`src/rtl/starfield_star_update_project_assert.svh`:
```
// ----------------------------------------------------------------------------
// starfield star update assertion macros
// concurrent checks on clk, disabled while arst_n is low
// ----------------------------------------------------------------------------
`ifndef STARFIELD_STAR_UPDATE_PROJECT_ASSERT_SVH
`define STARFIELD_STAR_UPDATE_PROJECT_ASSERT_SVH

`ifndef NO_ASSERTIONS
// plain invariant checked at every edge
`define SFP_ASSERT_HOLD(lbl, expr, msg) \
	lbl: assert property (@(posedge clk) disable iff (!arst_n) (expr)) else $error(msg);
// same-cycle implication
`define SFP_ASSERT_IMPL(lbl, ante, cons, msg) \
	lbl: assert property (@(posedge clk) disable iff (!arst_n) (ante) |-> (cons)) \
		else $error(msg);
`else
`define SFP_ASSERT_HOLD(lbl, expr, msg)
`define SFP_ASSERT_IMPL(lbl, ante, cons, msg)
`endif

`endif

```
`src/rtl/sfp_ram.sv`:
```
// ----------------------------------------------------------------------------
// sfp_ram
// simple dual-port ram, one write and one registered read port
// ----------------------------------------------------------------------------
module sfp_ram #(
	parameter int WIDTH = 8,
	parameter int DEPTH = 16
) (
	input  logic                     clk,
	input  logic                     we,
	input  logic [$clog2(DEPTH)-1:0] waddr,
	input  logic [WIDTH-1:0]         wdata,
	input  logic                     re,
	input  logic [$clog2(DEPTH)-1:0] raddr,
	output logic [WIDTH-1:0]         rdata
);

	logic [WIDTH-1:0] mem_q [DEPTH];

	// a read at the address being written returns the old contents
	always_ff @(posedge clk) begin
		if (we) begin
			mem_q[waddr] <= wdata;
		end
		if (re) begin
			rdata <= mem_q[raddr];
		end
	end

endmodule

```
`config.mk`:
```
export PLATFORM = sky130hd
export DESIGN_NAME = sfp_ram
export DESIGN_NICKNAME = d
export VERILOG_FILES = /design/src/rtl/starfield_star_update_project_assert.svh /design/src/rtl/sfp_ram.sv
export SDC_FILE = /design/constraint.sdc
export NUM_CORES = 1
export LEC_CHECK = 0
export ABC_AREA = 1
export BUFFER_PORTS_ARGS = -buffer_cell sky130_fd_sc_hd__buf_4
export CAP_MARGIN = 20
export CORE_ASPECT_RATIO = 0.5
export CORE_UTILIZATION = 55
export CTS_CLUSTER_SIZE = 14
export DETAILED_ROUTE_END_ITERATION = 8
export GPL_TIMING_DRIVEN = 0
export PLACE_DENSITY = 0.82
export SLEW_MARGIN = 20
export SYNTH_ARGS = -nofsm -noshare
export SYNTH_HDL_FRONTEND = slang
export SYNTH_SLANG_ARGS = --single-unit
```
`constraint.sdc`:
```
create_clock -name clk -period 1.2 [get_ports clk]
set_clock_uncertainty 0.1 [all_clocks]
set_input_delay 0.18 -clock clk [delete_from_list [all_inputs] [get_ports clk]]
set_output_delay 0.18 -clock clk [all_outputs]
set_load 0.05 [all_outputs]
```
# Word level (Yosys, flattened, before mapping)
# Memory sizes are Yosys's and may differ from the RTL's. A register that Yosys moved wholly into a read port is not among the register bits.
# Cells that the tools add are included.
# classes
n_mux	2
# ops
op	count
1-bit 2-to-1 mux	2
# totals
ff_bits	0
ramBits	128
input_bits	19
out_inout_bits	8
word_cells	3
mem_count	1
# mem_list
memory	depth	width	rd	rd_ports_with_merged_regs	write_ports	line	rtl
mem_q	16	8	1	1	1	sfp_ram.sv:18	logic [WIDTH-1:0] mem_q [DEPTH];

# Depth between registers and ports, before layout
# depth
depth_word	2
ltp_mapped	8

# Worst setup path after synthesis
# Ideal clock, no wire load.
# synth_path
path_type	input to register
from	input waddr[3]
to	memory mem_q[4][0] (enable)
arrival_time_ps	761
t_required_ps	730
path_slack_ps	-31
stages	2
path_buffers	0
path_cell_list	nand3b_1 -> nor2_1
# synth_lines
element	line	rtl
from (decl)	sfp_ram.sv:11	input logic [$clog2(DEPTH)-1:0] waddr,
to (decl)	sfp_ram.sv:18	
# No word-level cell before the write port.

# Final worst setup path
# layout_path
from	input waddr[3]
to	memory mem_q[5][5] (enable)
# No word-level cell before the write port.

==> results.json <==
{
  "initial_core_util": 0.569,
  "cp_slowest_cell": "nor2_1",
  "fin_crit_sh": 1.14,
  "die_h_um": 74.9,
  "place.gp.congestion": 0.889,
  "hold_depth": 1,
  "drive_above_1_share": 0.284,
  "cts_buffers": 17,
  "crit_fanout": 8,
  "critPathArrivalTime_ns": 1.31,
  "max-vdd-ir-drop_uv": 958,
  "cts.htree.levels": 4,
  "yosysMostFrequentCell": "nand2_1",
  "path_cells": "buf_4 > nand3b_1 > nor2_1",
  "max_stage_delay_ns": 0.75,
  "cellPowerDensity_nw_per_um2": 1590,
  "wl_met1_um": 5860,
  "relSlewSlack": 0.379,
  "vias_per_cell": 5.75,
  "top_layer": "met5",
  "place.port_buffers": 23,
  "ios": 27,
  "min_to": "mem_q[13][2]",
  "path_clk_slew_ns": 0.06,
  "final_nets": 616,
  "setup_violations": 30,
  "fmax_ghz": 0.731,
  "first_iter_violations": 747,
  "synth.area.top_cells": "edfxtp_1 (70%), nand2_1 (11%), nand3_1 (8.3%), inv_1 (6.4%), buf_6 (1.2%)",
  "synth_nets": 570,
  "grt_pass1_vias": 3947,
  "stdcell_area_um2": 7270,
  "cap_violations": 0,
  "synth_top_area_cell": "edfxtp_1",
  "hp-class": "in2reg",
  "hold_start": "wdata[2]",
  "reg2reg_depth": 6,
  "instances_no_fill": 750,
  "yosys-top-cells-count": "nand2_1 (173), edfxtp_1 (136), inv_1 (100), nand3_1 (97), nor2_1 (17)",
  "synthArstFlopShare": 0,
  "core_um2": 10300,
  "die_x_um": 148,
  "yosysSeqAreaShare": 0.698,
  "whs_ns": 0.00583,
  "p_total_mw": 11.5,
  "rrSetupSlack_ns": -0.09,
  "fin_crit_ns": 1.37,
  "cts_buffer_depth": 2,
  "reg2reg_to": "rdata[6]",
  "cts_sinks": 136,
  "cts_tree": "done",
  "wl_um": 15900,
  "syn-mean-instance-area_um2": 10.6,
  "grt_use_total": 0.288,
  "syn_to_final_growth_pct": 24.4,
  "ys_types": 11,
  "dp_cells": 714,
  "leakage_nw": 3.08,
  "ys_ff_latch": 136,
  "synth_flop_cell": "edfxtp_1",
  "grt_pass1_wl_um": 22200,
  "dr_wl_met3_um": 1780,
  "syn_inst": 551,
  "postRouteAntennaNets": 0,
  "worstSetupPathType": "in2reg",
  "wl_per_cell_um": 21.2,
  "ys.warnings.count": 0,
  "clk_latency_ns": 0.42,
  "grt-ovfl-total": 0,
  "hpwl_um": 9320,
  "slew_viol_final": 0,
  "dieArea_um2": 11100,
  "cp-start-kind": "input pin",
  "rsz0062_at_grt": "yes",
  "grt_max_degree": 17,
  "worst_slack_ns": -0.168,
  "dr.pass1.iters": 5,
  "antenna_found_initial": 0,
  "diodes": 0,
  "status": "complete, but fails checks",
  "rows": 26,
  "vias": 4310,
  "hold_viol": 0,
  "r2r-start": "mem_q[7][6]",
  "dr_wl_met2_um": 7550,
  "drc": 0,
  "worst_pin_slew_ns": 0.928,
  "path_buf_inv": 1,
  "critPathTopFamily": "simple AND/OR/NAND/NOR gates",
  "cp-end-kind": "flop",
  "synth_area_um2": 5850,
  "cts_setup_buffers": 0,
  "placed_area_um2": 6190,
  "root_buffer": "clkbuf_16",
  "violations": "setup timing",
  "required_ns": 1.14,
  "synth-edff-count": 136,
  "synth_top_area_share": 0.698
}
==> per-layer routing <==
metal  up-vias  GRT usage
met1      2011      0.360
li1       1882          -
met3        65     0.0606
met5         -          0
met2       350      0.490
met4         2      0.158
==> final cells by class <==
| type | count | area [um2] |
|---|---|---|
| plain buffers | 24 | 175 |
| inverters | 102 | 387 |
| fillers | 608 | 3010 |
| well taps | 140 | 175 |
| clock inverters | 14 | 158 |
| repair buffers | 27 | 243 |
| flip-flops and latches | 136 | 4080 |
| multi-input cells | 289 | 1620 |
| clock buffers | 18 | 429 |
==> layout by cell type (no fill, tap or decap), drive strengths merged, types with 3 or more instances in the layout <==
cell | netlist | final
bufinv | 0 | 3
nor2 | 17 | 17
nand2 | 173 | 173
nand3 | 97 | 97
inv | 102 | 101
buf | 24 | 43
clkinvlp | 0 | 6
dlygate4sd3 | 0 | 4
edfxtp | 136 | 136
clkinv | 0 | 6
clkbuf | 0 | 22
==> worst register-to-register path: cells and delay by family, from the launching register on <==
kind	cells	cell delay [ns]
buffers and inverters	1	0.12
DFF	1	0.41
and+or+nand+nor	5	0.43
==> power breakdown <==
group | switching (mW) | internal (mW) | total [mW] | leakage [nW]
Clock | 1.94 | 3.23 | 5.17 | 0.270
Sequential | 0.0350 | 5.35 | 5.39 | 1.24
Combinational | 0.691 | 0.298 | 0.989 | 1.57
Total | 2.67 | 8.88 | 11.5 | 3.08
==> registers in the layout, indices dropped and copies added (netlist names) <==
name   cells
mem_q    128
rdata      8
==> stage by stage <==
stage	TNS, ns	utilization	setup WS, ns
floorplan	-1.97	-	-0.0308
global placement	-52.95	0.603	-0.507
detailed placement	-59.77	0.603	-0.615
CTS	-2.79	0.681	-0.113
global route	-3.92	0.708	-0.192
finish	-3.30	0.708	-0.168
==> logic make-up (layout without fill, tap and decap cells) <==
family / Yosys count / after routing / share of synthesized area
simple gates: 289 / 289 / 0.208
buf+inv: 126 / 185 / 0.0939
flops: 136 / 136 / 0.698
==> worst max path at each step <==
stage,startpoint,endpoint,slack [ns],cells past startpoint
floorplan,waddr[3],mem_q[4][0],-0.03,2
global placement,waddr[3],mem_q[6][5],-0.51,3
detailed placement,waddr[3],mem_q[4][5],-0.61,3
CTS,waddr[3],mem_q[7][1],-0.11,3
global route,waddr[3],mem_q[5][5],-0.19,3
finish,waddr[3],mem_q[5][5],-0.17,3
==> timing repair <==
item                                    in CTS  in global routing
hold buffers                                 4                  0
hold endpoints to repair                    48                  0
endpoints found under the setup margin      96                 64
pin swaps                                   12                 32
gates cloned                                 0                  0
resized for setup                           44                 68
(Power assumes the default switching activity.)
